$ cat src/sv/shcc_pkg.sv
// shared types, constants and crc function for the state block header crc checker
`default_nettype none

package shcc_pkg;

  localparam int unsigned MAX_PAYLOAD_DEF = 1048576;
  localparam int unsigned HDR_BYTES       = 20;
  localparam int unsigned OFFSET_W        = 5;
  localparam int unsigned LEN_W           = 21;

  localparam logic [31:0] CRC_POLY        = 32'hedb88320;
  localparam logic [31:0] CRC_INIT        = 32'hffffffff;
  localparam logic [7:0]  FORMAT_VERSION  = 8'd1;

  typedef enum logic [1:0] {
    ST_VALID   = 2'd0,
    ST_EMPTY   = 2'd1,
    ST_INVALID = 2'd2
  } shcc_status_e;

  typedef struct packed {
    logic                valid;
    shcc_status_e        status;
    logic [OFFSET_W-1:0] offset;
    logic [LEN_W-1:0]    length;
  } shcc_res_t;

  // magic bytes of the header, in stream order
  function automatic logic [7:0] magic_byte(input logic [1:0] idx);
    logic [7:0] b;
    case (idx)
      2'd0:    b = 8'h54;
      2'd1:    b = 8'h4d;
      2'd2:    b = 8'h52;
      default: b = 8'h41;
    endcase
    return b;
  endfunction

  // reflected crc-32, one byte
  function automatic logic [31:0] crc_byte(input logic [31:0] crc, input logic [7:0] b);
    logic [31:0] c;
    c = crc ^ {24'd0, b};
    for (int k = 0; k < 8; k++) begin
      c = (c >> 1) ^ (c[0] ? CRC_POLY : 32'd0);
    end
    return c;
  endfunction

endpackage

`default_nettype wire

$ cat src/sv/shcc_in_if.sv
// input channel: one block byte per request
`default_nettype none

interface shcc_in_if;
  logic       valid;
  logic       ready;
  logic [7:0] byte_value;
  logic       last_byte;
  logic       empty_block;

  modport source (output valid, output byte_value, output last_byte, output empty_block,
                  input ready);
  modport sink   (input valid, input byte_value, input last_byte, input empty_block,
                  output ready);
endinterface

`default_nettype wire

$ cat src/sv/shcc_out_if.sv
// output channel: one check result per request
`default_nettype none

interface shcc_out_if;
  import shcc_pkg::*;
  logic                valid;
  logic                ready;
  logic [1:0]          status;
  logic [OFFSET_W-1:0] payload_offset;
  logic [LEN_W-1:0]    payload_length;

  modport source (output valid, output status, output payload_offset, output payload_length,
                  input ready);
  modport sink   (input valid, input status, input payload_offset, input payload_length,
                  output ready);
endinterface

`default_nettype wire

$ cat src/sv/shcc_core.sv
// block state, header check, crc update and end-of-block decision
`default_nettype none

module shcc_core #(
  parameter int unsigned MAX_PAYLOAD = shcc_pkg::MAX_PAYLOAD_DEF
) (
  input  wire logic             clk_i,
  input  wire logic             rst_ni,
  input  wire logic             step_i,
  input  wire logic [7:0]       byte_value_i,
  input  wire logic             last_byte_i,
  input  wire logic             empty_block_i,
  output shcc_pkg::shcc_res_t   res_o
);
  import shcc_pkg::*;

  // counter saturates above any length that can still pass
  localparam int unsigned CW = $clog2(MAX_PAYLOAD + HDR_BYTES + 2);
  localparam logic [CW-1:0] CNT_MAX = {CW{1'b1}};
  localparam logic [CW-1:0] CNT_HDR = CW'(HDR_BYTES);

  logic [CW-1:0] cnt_q, cnt_d;
  logic [31:0]   crc_q, crc_d;
  logic          bad_q, bad_d;
  logic [31:0]   len_q, len_d;
  logic [31:0]   chk_q, chk_d;
  logic [4:0]    sh;
  logic [CW-1:0] pay_cnt;
  logic          ok;
  logic          done;

  always_comb begin
    sh    = {cnt_q[1:0], 3'b000};
    bad_d = bad_q;
    len_d = len_q;
    chk_d = chk_q;
    crc_d = crc_q;
    if (cnt_q < CW'(4)) begin
      if (byte_value_i != magic_byte(cnt_q[1:0])) bad_d = 1'b1;
    end else if (cnt_q < CW'(8)) begin
      if (byte_value_i != ((cnt_q[1:0] == 2'd0) ? FORMAT_VERSION : 8'd0)) bad_d = 1'b1;
    end else if (cnt_q < CW'(12)) begin
      if (byte_value_i != 8'd0) bad_d = 1'b1;
    end else if (cnt_q < CW'(16)) begin
      len_d = len_q | ({24'd0, byte_value_i} << sh);
    end else if (cnt_q < CNT_HDR) begin
      chk_d = chk_q | ({24'd0, byte_value_i} << sh);
    end else begin
      crc_d = crc_byte(crc_q, byte_value_i);
    end
    cnt_d = (cnt_q == CNT_MAX) ? cnt_q : cnt_q + CW'(1);
  end

  // end-of-block decision on the updated state
  always_comb begin
    pay_cnt = cnt_d - CNT_HDR;
    ok = !bad_d
      && (cnt_d >= CNT_HDR)
      && (len_d != 32'd0)
      && (len_d <= 32'(MAX_PAYLOAD))
      && (len_d == 32'(pay_cnt))
      && ((crc_d ^ CRC_INIT) == chk_d);
    done = empty_block_i || last_byte_i;

    res_o.valid = done;
    if (empty_block_i) begin
      res_o.status = ST_EMPTY;
      res_o.offset = '0;
      res_o.length = '0;
    end else if (ok) begin
      res_o.status = ST_VALID;
      res_o.offset = OFFSET_W'(HDR_BYTES);
      res_o.length = len_d[LEN_W-1:0];
    end else begin
      res_o.status = ST_INVALID;
      res_o.offset = '0;
      res_o.length = '0;
    end
  end

  always_ff @(posedge clk_i or negedge rst_ni) begin
    if (!rst_ni) begin
      cnt_q <= '0;
      crc_q <= CRC_INIT;
      bad_q <= 1'b0;
      len_q <= '0;
      chk_q <= '0;
    end else if (step_i) begin
      if (done) begin
        cnt_q <= '0;
        crc_q <= CRC_INIT;
        bad_q <= 1'b0;
        len_q <= '0;
        chk_q <= '0;
      end else begin
        cnt_q <= cnt_d;
        crc_q <= crc_d;
        bad_q <= bad_d;
        len_q <= len_d;
        chk_q <= chk_d;
      end
    end
  end

endmodule

`default_nettype wire

$ cat src/sv/state_block_header_crc_check.sv
// top level: state block header and crc-32 checker with registered handshakes
//
//  channel | dir | payload                                      | request
//  --------+-----+----------------------------------------------+---------------------------
//  in_i    | in  | byte_value[8], last_byte, empty_block        | one block byte
//  out_o   | out | status[2], payload_offset[5], payload_length | one result per block end
//
// one request per cycle sustained unless a block-ending byte waits on a stalled output;
// a block result passes the input register, then crc/header logic into the output register
// the byte-wide crc-32 update plus the length and crc compares set the cycle time
// reset clears the handshake registers and the block state; no clearing pass
// a stalled output holds its result while the input register keeps accepting bytes
// that produce no result; a block-ending byte waits in the input register
`default_nettype none

module state_block_header_crc_check #(
  parameter int unsigned MAX_PAYLOAD = shcc_pkg::MAX_PAYLOAD_DEF
) (
  input  wire logic  clk_i,
  input  wire logic  rst_ni,
  shcc_in_if.sink    in_i,
  shcc_out_if.source out_o
);
  import shcc_pkg::*;

  // input register
  logic       in_vld_q;
  logic [7:0] in_byte_q;
  logic       in_last_q;
  logic       in_empty_q;

  // output register
  logic                out_vld_q;
  shcc_status_e        out_status_q;
  logic [OFFSET_W-1:0] out_offset_q;
  logic [LEN_W-1:0]    out_length_q;

  shcc_res_t res;
  logic      out_free;
  logic      stage_go;
  logic      in_take;

  // the held byte moves on when it makes no result or the output slot frees up
  assign out_free = !out_vld_q || out_o.ready;
  assign stage_go = in_vld_q && (out_free || !res.valid);
  assign in_take  = in_i.valid && in_i.ready;

  assign in_i.ready = !in_vld_q || stage_go;

  always_ff @(posedge clk_i or negedge rst_ni) begin
    if (!rst_ni) begin
      in_vld_q <= 1'b0;
    end else if (in_take) begin
      in_vld_q <= 1'b1;
    end else if (stage_go) begin
      in_vld_q <= 1'b0;
    end
  end

  // payload needs no reset
  always_ff @(posedge clk_i) begin
    if (in_take) begin
      in_byte_q  <= in_i.byte_value;
      in_last_q  <= in_i.last_byte;
      in_empty_q <= in_i.empty_block;
    end
  end

  shcc_core #(
    .MAX_PAYLOAD (MAX_PAYLOAD)
  ) u_core (
    .clk_i         (clk_i),
    .rst_ni        (rst_ni),
    .step_i        (stage_go),
    .byte_value_i  (in_byte_q),
    .last_byte_i   (in_last_q),
    .empty_block_i (in_empty_q),
    .res_o         (res)
  );

  // result register
  always_ff @(posedge clk_i or negedge rst_ni) begin
    if (!rst_ni) begin
      out_vld_q <= 1'b0;
    end else if (stage_go && res.valid) begin
      out_vld_q <= 1'b1;
    end else if (out_o.ready) begin
      out_vld_q <= 1'b0;
    end
  end

  always_ff @(posedge clk_i) begin
    if (stage_go && res.valid) begin
      out_status_q <= res.status;
      out_offset_q <= res.offset;
      out_length_q <= res.length;
    end
  end

  assign out_o.valid          = out_vld_q;
  assign out_o.status         = out_status_q;
  assign out_o.payload_offset = out_offset_q;
  assign out_o.payload_length = out_length_q;

  // a pending result is never dropped by a new block end
  a_no_overwrite: assert property (@(posedge clk_i) disable iff (!rst_ni)
    (out_vld_q && !out_o.ready) |=> (out_vld_q && $stable(out_length_q)))
    else $error("pending result overwritten");

  // a held byte that cannot move blocks the input
  a_hold_blocks: assert property (@(posedge clk_i) disable iff (!rst_ni)
    (in_vld_q && !stage_go) |-> !in_i.ready)
    else $error("input accepted while held byte is stuck");

  // valid results carry the header offset and a nonzero length
  a_valid_fields: assert property (@(posedge clk_i) disable iff (!rst_ni)
    (out_vld_q && out_status_q == ST_VALID) |->
      (out_offset_q == OFFSET_W'(HDR_BYTES) && out_length_q != '0))
    else $error("valid result with bad offset or length");

  // empty and invalid results carry zero fields
  a_other_fields: assert property (@(posedge clk_i) disable iff (!rst_ni)
    (out_vld_q && out_status_q != ST_VALID) |->
      (out_offset_q == '0 && out_length_q == '0))
    else $error("non-valid result with nonzero fields");

endmodule

`default_nettype wire

$ cat src/flat_wrapper.sv
// flat-port wrapper written by rule: the top's interface ports become plain ports
module state_block_header_crc_check_flat import shcc_pkg::*;
#(
  parameter int unsigned MAX_PAYLOAD = shcc_pkg::MAX_PAYLOAD_DEF
)
  (clk_i, rst_ni, in_i_valid, in_i_byte_value, in_i_last_byte, in_i_empty_block, in_i_ready, out_o_valid, out_o_status, out_o_payload_offset, out_o_payload_length, out_o_ready);
  shcc_in_if in_i_i ();
  shcc_out_if out_o_i ();
  input  wire logic clk_i;
  input  wire logic rst_ni;
  input wire logic [$bits(in_i_i.valid)-1:0] in_i_valid;
  input wire logic [$bits(in_i_i.byte_value)-1:0] in_i_byte_value;
  input wire logic [$bits(in_i_i.last_byte)-1:0] in_i_last_byte;
  input wire logic [$bits(in_i_i.empty_block)-1:0] in_i_empty_block;
  output wire logic [$bits(in_i_i.ready)-1:0] in_i_ready;
  output wire logic [$bits(out_o_i.valid)-1:0] out_o_valid;
  output wire logic [$bits(out_o_i.status)-1:0] out_o_status;
  output wire logic [$bits(out_o_i.payload_offset)-1:0] out_o_payload_offset;
  output wire logic [$bits(out_o_i.payload_length)-1:0] out_o_payload_length;
  input wire logic [$bits(out_o_i.ready)-1:0] out_o_ready;
  assign in_i_i.valid = in_i_valid;
  assign in_i_i.byte_value = in_i_byte_value;
  assign in_i_i.last_byte = in_i_last_byte;
  assign in_i_i.empty_block = in_i_empty_block;
  assign in_i_ready = in_i_i.ready;
  assign out_o_valid = out_o_i.valid;
  assign out_o_status = out_o_i.status;
  assign out_o_payload_offset = out_o_i.payload_offset;
  assign out_o_payload_length = out_o_i.payload_length;
  assign out_o_i.ready = out_o_ready;
  state_block_header_crc_check #(.MAX_PAYLOAD(MAX_PAYLOAD)) u_core (.clk_i(clk_i), .rst_ni(rst_ni), .in_i(in_i_i), .out_o(out_o_i));
endmodule
$ cat config.mk
export PLATFORM = sky130hd
export DESIGN_NAME = state_block_header_crc_check_flat
export DESIGN_NICKNAME = d
export VERILOG_FILES = /design/src/sv/shcc_pkg.sv /design/src/sv/shcc_in_if.sv /design/src/sv/shcc_out_if.sv /design/src/sv/shcc_core.sv /design/src/sv/state_block_header_crc_check.sv /design/src/flat_wrapper.sv
export SDC_FILE = /design/constraint.sdc
export NUM_CORES = 1
export LEC_CHECK = 0
export BUFFER_PORTS_ARGS = -buffer_cell sky130_fd_sc_hd__buf_2
export CAP_MARGIN = 30
export CORE_ASPECT_RATIO = 1.5
export CORE_UTILIZATION = 30
export CTS_CLUSTER_SIZE = 8
export DETAILED_ROUTE_END_ITERATION = 6
export SYNTH_ARGS = -nofsm -noshare
export SYNTH_HDL_FRONTEND = slang
export SYNTH_HIERARCHICAL = 1
export SYNTH_SLANG_ARGS = --single-unit
$ cat constraint.sdc
create_clock -name clk_i -period 3.9 [get_ports clk_i]
set_input_delay 0.78 -clock clk_i [delete_from_list [all_inputs] [get_ports clk_i]]
set_output_delay 0.78 -clock clk_i [all_outputs]
set_load 0.02 [all_outputs]
==> results of run 1 <==
[cells by family after synthesis]
kind of cell / count (synthesis) / share of synthesized area, %
DFF: 158 / 39.87
xor gates and xnor gates: 166 / 16.00
adders and majority gates: 6 / 0.7153
and+or+nand+nor: 375 / 20.02
buffers and inverters: 112 / 4.697
AOI/OAI and AO/OA: 282 / 17.30
other: 1 / 0.03573
muxes: 14 / 1.371
[final timing paths]
path                                                            end  cells past startpoint  slack, ns
setup reg to reg           u_core/out_o.payload_offset[4]$_DFFE_PP_                      9       0.09
max in group asynchronous       u_core/u_core/crc_q[23]$_DFFE_PN1P_                      2       2.80
hold reg to reg                 u_core/u_core/len_q[25]$_DFFE_PN0P_                      2       0.51
hold / removal                      u_core/u_core/bad_q$_DFFE_PN0P_                      1       0.28
min in group clk_i                    u_core/in_byte_q[6]$_DFFE_PP_                      1       0.50
setup / recovery           u_core/out_o.payload_offset[4]$_DFFE_PP_                      9       0.09
[critical path, stage by stage, from the launching register on]
cell and delay (ns):
edfxtp_1 0.52, xor2_4 0.26, xnor2_1 0.52, xnor3_1 0.46, a2111o_1 0.42, o22ai_1 0.21
o2111ai_1 0.21, or4_4 0.61, buf_12 0.19, nor4_2 0.20
[Yosys cell counts, types with 16 or more instances]
cell type and n:
nor2_1 130, a21oi_1 118, xnor2_1 115, dfrtp_1 88, clkbuf_1 61, nand2_1 50
edfxtp_1 38, xor2_1 35, dfstp_2 32, a31oi_1 25, nor3_1 25, nand3_1 23
and3_1 21, inv_1 20, o21ai_0 20, nor4_1 19, nand4_1 17, o22ai_1 16
[timing repair]
action,in CTS,in global routing
pin swaps,2,13
resized for setup,6,46
setup endpoints to repair,24,24
buffers inserted,2,19
[metrics by stage]
step	utilization (%)	TNS, ns
4_1_cts	36.87	0
6_report	38.07	0
5_1_grt	38.07	-0.1867
3_5_place_dp	35.07	-4.750
3_3_place_gp	35.07	-0.7605
2_1_floorplan	-	0
[state kept, by name, summed over array words and instances, names as in the netlist, 2 cells and up]
| signal | count |
|---|---|
| u_core/in_byte_q | 8 |
| u_core/out_o.payload_length | 21 |
| u_core/out_o.payload_offset | 5 |
| u_core/out_o.status | 2 |
| u_core/u_core/chk_q | 32 |
| u_core/u_core/cnt_q | 21 |
| u_core/u_core/crc_q | 32 |
| u_core/u_core/len_q | 32 |
[layout make-up]
type	count	area share, %
tap	467	4.465
clock buffer	19	3.547
inverter	20	0.5737
sequential	158	31.99
clock inverter	13	0.7840
timing repair buffer	198	11.72
multi-input combinational	846	46.92
[where the power goes]
| part | internal [mW] | total, mW | leakage, nW | switching (mW) |
|---|---|---|---|---|
| Combinational | 0.326 | 0.802 | 3.16 | 0.476 |
| Clock | 0.878 | 1.63 | 0.278 | 0.747 |
| Sequential | 1.74 | 1.76 | 1.92 | 0.0233 |
| Total | 2.94 | 4.19 | 5.35 | 1.25 |
[per-layer routing]
layer,vias up,wire length (um)
met5,-,0
met4,0,2948
met3,169,1773
met2,363,18940
met1,4639,12970
li1,4292,-
==> run_results.csv, run 1 <==
group,metric,value,unit
routing,drc_errors,0,
setup_path,setup.worst_path.start,"u_core/in_byte_q[7]$_DFFE_PP_",
power_and_ir_drop,power.total,4.187,mW
power_and_ir_drop,p_leak,5.354,nW
clock_network,numClockSinks,158,
grt,gr-total-overflow,0,
place,dp_cells,1668,
yosys,synth_top_area_cell,"dfrtp_1",
yosys,ys.flop_type,"dfrtp_1",
yosys,postSynthRegisterBits,158,
power_and_ir_drop,peakVddDrop,0.3160,mV
place,dpl_cell_area,12060,um^2
final_layout,n_antenna_cell,0,
routing,dr_total_vias,9463,
timing,finalHoldViolations,0,
grt,met1_usage,21.70,%
die,rows,83,
routing,routed_wl,36630,um
grt,met3_usage,3.927,%
clock_network,clkTransAtPathRegs,0.07,ns
yosys,synth.distinct_cells,89,
yosys,synth_top_area_share,20.98,%
timing,worst_slew_pin_slew,0.7400,ns
status,status,"finished, final reports clean",
final_layout,final_cell_mix,"buf_4, nor2_1, a21oi_1",
timing,setup_ws,0.09179,ns
place,gp_congestion,0.9459,
routing,drtPass1Iterations,5,
setup_path,crit_required,4.15,ns
yosys,synth_area_leaders,"dfrtp_1, edfxtp_1, xnor2_1, dfstp_2, a21oi_1",
grt,grt_pass1_wl,56230,um
final_layout,layout_commonest_cell,"buf_4",
yosys,ys_seq_area_share,39.87,%
setup_path,worstSetupPathType,"flop to flop",
final_layout,seq_area,4187,um^2
final_layout,multiInputGateArea,6140,um^2
timing,slew_viol_final,0,
clock_network,clock_path_buffers,2,
clock_network,cts_tree,"built",
final_layout,syn_to_final_growth,24.69,%
timing,fin_worst_skew,0.01172,ns
die,die_w,154.7,um
hold_path,hold_class,"input port to async pin",
timing,slew_headroom,50.55,%
grt,grt_util_met2,37.60,%
place,pre_cts_ws,-0.2899,ns
clock_network,htreeDepth,4,
setup_path,reg2reg_from,"u_core/in_byte_q[7]$_DFFE_PP_",
final_layout,fin_nets,1261,
power_and_ir_drop,p_per_area,319.9,nW/um^2
routing,final_antenna_net_count,0,
routing,routedWlPerCell,21.29,um
clock_network,cts_buffers,17,
yosys,synth_area,10500,um^2
timing,fin_hold_ws,0.2776,ns
grt,grt-busiest-layer,"met2",
place,place_hpwl,27380,um
grt,grt.total_usage,21.12,%
yosys,synth_edf_count,38,
yosys,synth_area_per_cell,9.421,um^2
die,die_area,35750,um^2
timing,period_needed,3.808,ns
die,io_pins,44,
timing,fin_crit_sh,97.65,%
run,cap_violations,0,
clock_network,clk_latency,0.46,ns
place,port_buffers,43,
die,fp.dieH,231.1,um
final_layout,fin_area,13090,um^2
routing,avgViaCountPerCell,5.499,
yosys,async_flop_share,75.95,%
final_layout,drive_above_1_share,27.51,%
timing,finalSetupViolations,0,
setup_path,arrival,4.06,ns
die,core_area,34370,um^2
clock_network,clock_tree.root_cell,"clkbuf_16",
grt,grt_max_degree,63,
die,initial_core_util,30.53,%
setup_path,crit_fanout,10,
clock_network,cts_hold_buf,0,
timing,max_freq,262.6,MHz
setup_path,worst_setup_path_start_kind,"flop",
final_layout,nFillCells,3394,
grt,antenna_found_initial,0,
final_layout,final_cell_count_no_fill,1721,
grt,grt_pass1_vias,9594,
yosys,yosysWarnings,6,
routing,dr.first_iter.drc_count,754,
yosys,netlist_instances,1114,
setup_path,cp-end-kind,"flop",
No activity file was read; power rests on OpenSTA's default activity.
==> run 2: changes to the inputs <==
- ABC_AREA: default -> 1
- GPL_TIMING_DRIVEN: default -> 1
- SYNTH_HIERARCHICAL: 1 -> default
==> run_results.csv, run 2 <==
group,metric,value,unit
clock_network,htreeDepth,4,
status,status,"finished, final reports clean",
grt,antenna_found_initial,0,
yosys,synth_edf_count,34,
grt,grt_pass1_vias,11094,
clock_network,clock_path_buffers,2,
final_layout,final_cell_mix,"nand2_1, inv_1, nand3_1",
power_and_ir_drop,sequentialPowerShare,42.4,%
timing,setup_ws,0.2859,ns
die,die_w,158.2,um
run,cap_violations,0,
routing,routedWlPerCell,18.03,um
die,fp.dieH,236.4,um
clock_network,clk_latency,0.46,ns
yosys,synthMuxAreaShare,0,%
final_layout,syn_to_final_growth,14.97,%
timing,fin_crit_sh,92.67,%
place,gp_congestion,0.9382,
setup_path,worst_setup_path_start_kind,"flop",
routing,drc_errors,0,
die,io_pins,44,
yosys,synth.distinct_cells,39,
timing,worst_slew_pin_slew,0.7541,ns
yosys,postSynthRegisterBits,154,
timing,fin_hold_ws,0.3985,ns
routing,drtPass1Iterations,7,
timing,slew_headroom,49.73,%
yosys,synthTopCellsByCount,"nand2_1, inv_1, nand3_1",
power_and_ir_drop,intPower,2.719,mW
clock_network,numClockSinks,154,
final_layout,drive_above_1_share,12.80,%
timing,finalHoldViolations,0,
die,rows,85,
yosys,synth_area,10990,um^2
timing,period_needed,3.614,ns
power_and_ir_drop,p_leak,6.315,nW
timing,slew_viol_final,0,
setup_path,worstSetupPathType,"flop to flop",
routing,avgViaCountPerCell,5.029,
power_and_ir_drop,swShare,32.89,%
grt,grt_pass1_wl,62780,um
yosys,synth_fa_ha_area_share,0.6834,%
setup_path,crit_fanout,22,
yosys,synth_top_area_cell,"nand2_1",
yosys,synth-simple-area-share,38.25,%
die,die_area,37400,um^2
yosys,synth-xor-area-share,2.699,%
final_layout,fin_nets,1772,
yosys,ys_seq_area_share,36.99,%
grt,grt_max_degree,52,
yosys,synth_area_leaders,"nand2_1, dfrtp_1, edfxtp_1, inv_1, dfstp_2",
timing,fin_worst_skew,0.01246,ns
power_and_ir_drop,p_per_area,320.8,nW/um^2
place,place_hpwl,31600,um
clock_network,clock_tree.root_cell,"clkbuf_16",
timing,finalSetupViolations,0,
power_and_ir_drop,p_switching,1.332,mW
yosys,synth_top_area_share,20.30,%
routing,final_antenna_net_count,0,
timing,rsz0062_at_grt,"no",
grt,grt.total_usage,22.55,%
routing,dr.first_iter.drc_count,804,
setup_path,arrival,3.92,ns
final_layout,fin_area,12630,um^2
clock_network,cts_buffers,17,
yosys,yosysWarnings,0,
clock_network,clkTransAtPathRegs,0.07,ns
clock_network,cts_tree,"built",
place,port_buffers,40,
die,core_area,35950,um^2
power_and_ir_drop,comb_power_share,17.2,%
setup_path,crit_path_top_delay_cell,"dfrtp_1",
power_and_ir_drop,clock_power_share,40.3,%
yosys,async_flop_share,77.92,%
final_layout,n_antenna_cell,0,
clock_network,cts_resized,0,
setup_path,critPathMaxStageDelay,0.39,ns
yosys,synth_area_per_cell,6.508,um^2
final_layout,top_regs,"u_core.u_core.chk_q x32, u_core.u_core.crc_q x32, u_core.u_core.len_q x32",
setup_path,cpMostUsedCell,"nand2_1",
power_and_ir_drop,peakVddDrop,0.2617,mV
power_and_ir_drop,power.total,4.051,mW
hold_path,hold_class,"input port to async pin",
yosys,yosysMostFrequentCell,"nand2_1",
yosys,ys.flop_type,"dfrtp_1",
grt,gr-total-overflow,0,
setup_path,crit_required,4.21,ns
yosys,synth_compound_area_share,10.03,%
setup_path,setup.worst_path.start,"u_core.u_core.cnt_q[1]$_DFFE_PN0P_",
timing,max_freq,276.7,MHz
setup_path,reg2reg_from,"u_core.u_core.cnt_q[1]$_DFFE_PN0P_",
clock_network,cts_setup_buffers,0,
die,initial_core_util,30.56,%
place,dpl_cell_area,12050,um^2
place,pre_cts_ws,0.2758,ns
yosys,netlist_instances,1688,
setup_path,cp-end-kind,"flop",
setup_path,path_cells,"buf_4 > inv_1 > buf_4 > nor3_1 > nand4_1 > nand2_1 > nand2_1 > inv_1 > nand2_1 > nor2_1 > nand2_1 > nor2_1 > nand2_1 > nand2_1 > nand2_1 > nand3b_1 > nor2_1 > nand4_2 > buf_12 > nor2_1",
routing,dr_total_vias,11279,
final_layout,layout_commonest_cell,"nand2_1",
routing,routed_wl,40440,um
yosys,synth_top_family_by_area,"simple AND/OR/NAND/NOR gates",
timing,fin_setup_tns,0,ns
clock_network,cts_hold_buf,0,
-- run 2: worst paths after layout --
check / to / depth (start not counted) / slack, ns
min in group clk_i: u_core.u_core.crc_q[27]$_DFFE_PN1P_ / 2 / 0.50
min reg2reg: u_core.u_core.crc_q[27]$_DFFE_PN1P_ / 2 / 0.50
max reg2reg: u_core.out_o.payload_length[0]$_SDFFCE_PP0P_ / 20 / 0.29
max in group asynchronous: u_core.u_core.crc_q[27]$_DFFE_PN1P_ / 2 / 2.67
min: u_core.u_core.chk_q[21]$_DFFE_PN0P_ / 1 / 0.40
max: u_core.out_o.payload_length[0]$_SDFFCE_PP0P_ / 20 / 0.29
-- run 2: kinds of logic after synthesis --
| family | Yosys count |
|---|---|
| xor gates and xnor gates | 33 |
| and+or+nand+nor | 996 |
| adders and majority gates | 6 |
| buffers and inverters | 312 |
| AOI/OAI and AO/OA | 186 |
| other | 1 |
| DFF | 154 |
-- run 2: per-stage QoR --
stage          std cells  utilization [%]
4_1_cts             2243            35.09
3_3_place_gp        2211            33.53
6_report            2243            35.13
2_1_floorplan       1690                -
3_5_place_dp        2211            33.53
5_1_grt             2243            35.13
-- run 2: area by class of cell --
type,count,area [um^2]
clock buffers,18,430.4
clock inverters,14,130.1
fillers,3902,23320
inverters,251,942.2
multi-input cells,1224,5732
flip-flops and latches,154,4064
well taps,478,598.1
repair buffers,104,733.2
-- run 2: power by group through the flow --
stage	sequential, mW	clock (mW)	combinational, mW
4_1_cts	1.72	1.66	0.689
3_3_place_gp	1.75	0	0.684
2_1_floorplan	1.77	0	0.372
5_1_grt	1.72	1.73	0.756
3_5_place_dp	1.75	0	0.687
6_report	1.72	1.63	0.698
-- run 2: per-layer routing --
layer	track usage, %	up-vias	wire length (um)	part of all wire, %
met2	39.66	382	20530	51
li1	-	5502	-	-
met4	17.02	0	3116	7.7
met1	24.15	5254	15110	37
met5	0	-	0	0
met3	2.866	141	1692	4.2
-- run 2: critical path: cells and delay by family, from the launching register on --
kind,cells,cell delay (ns)
and+or+nand+nor,15,2.10
DFF,1,0.39
buffers and inverters,5,0.96
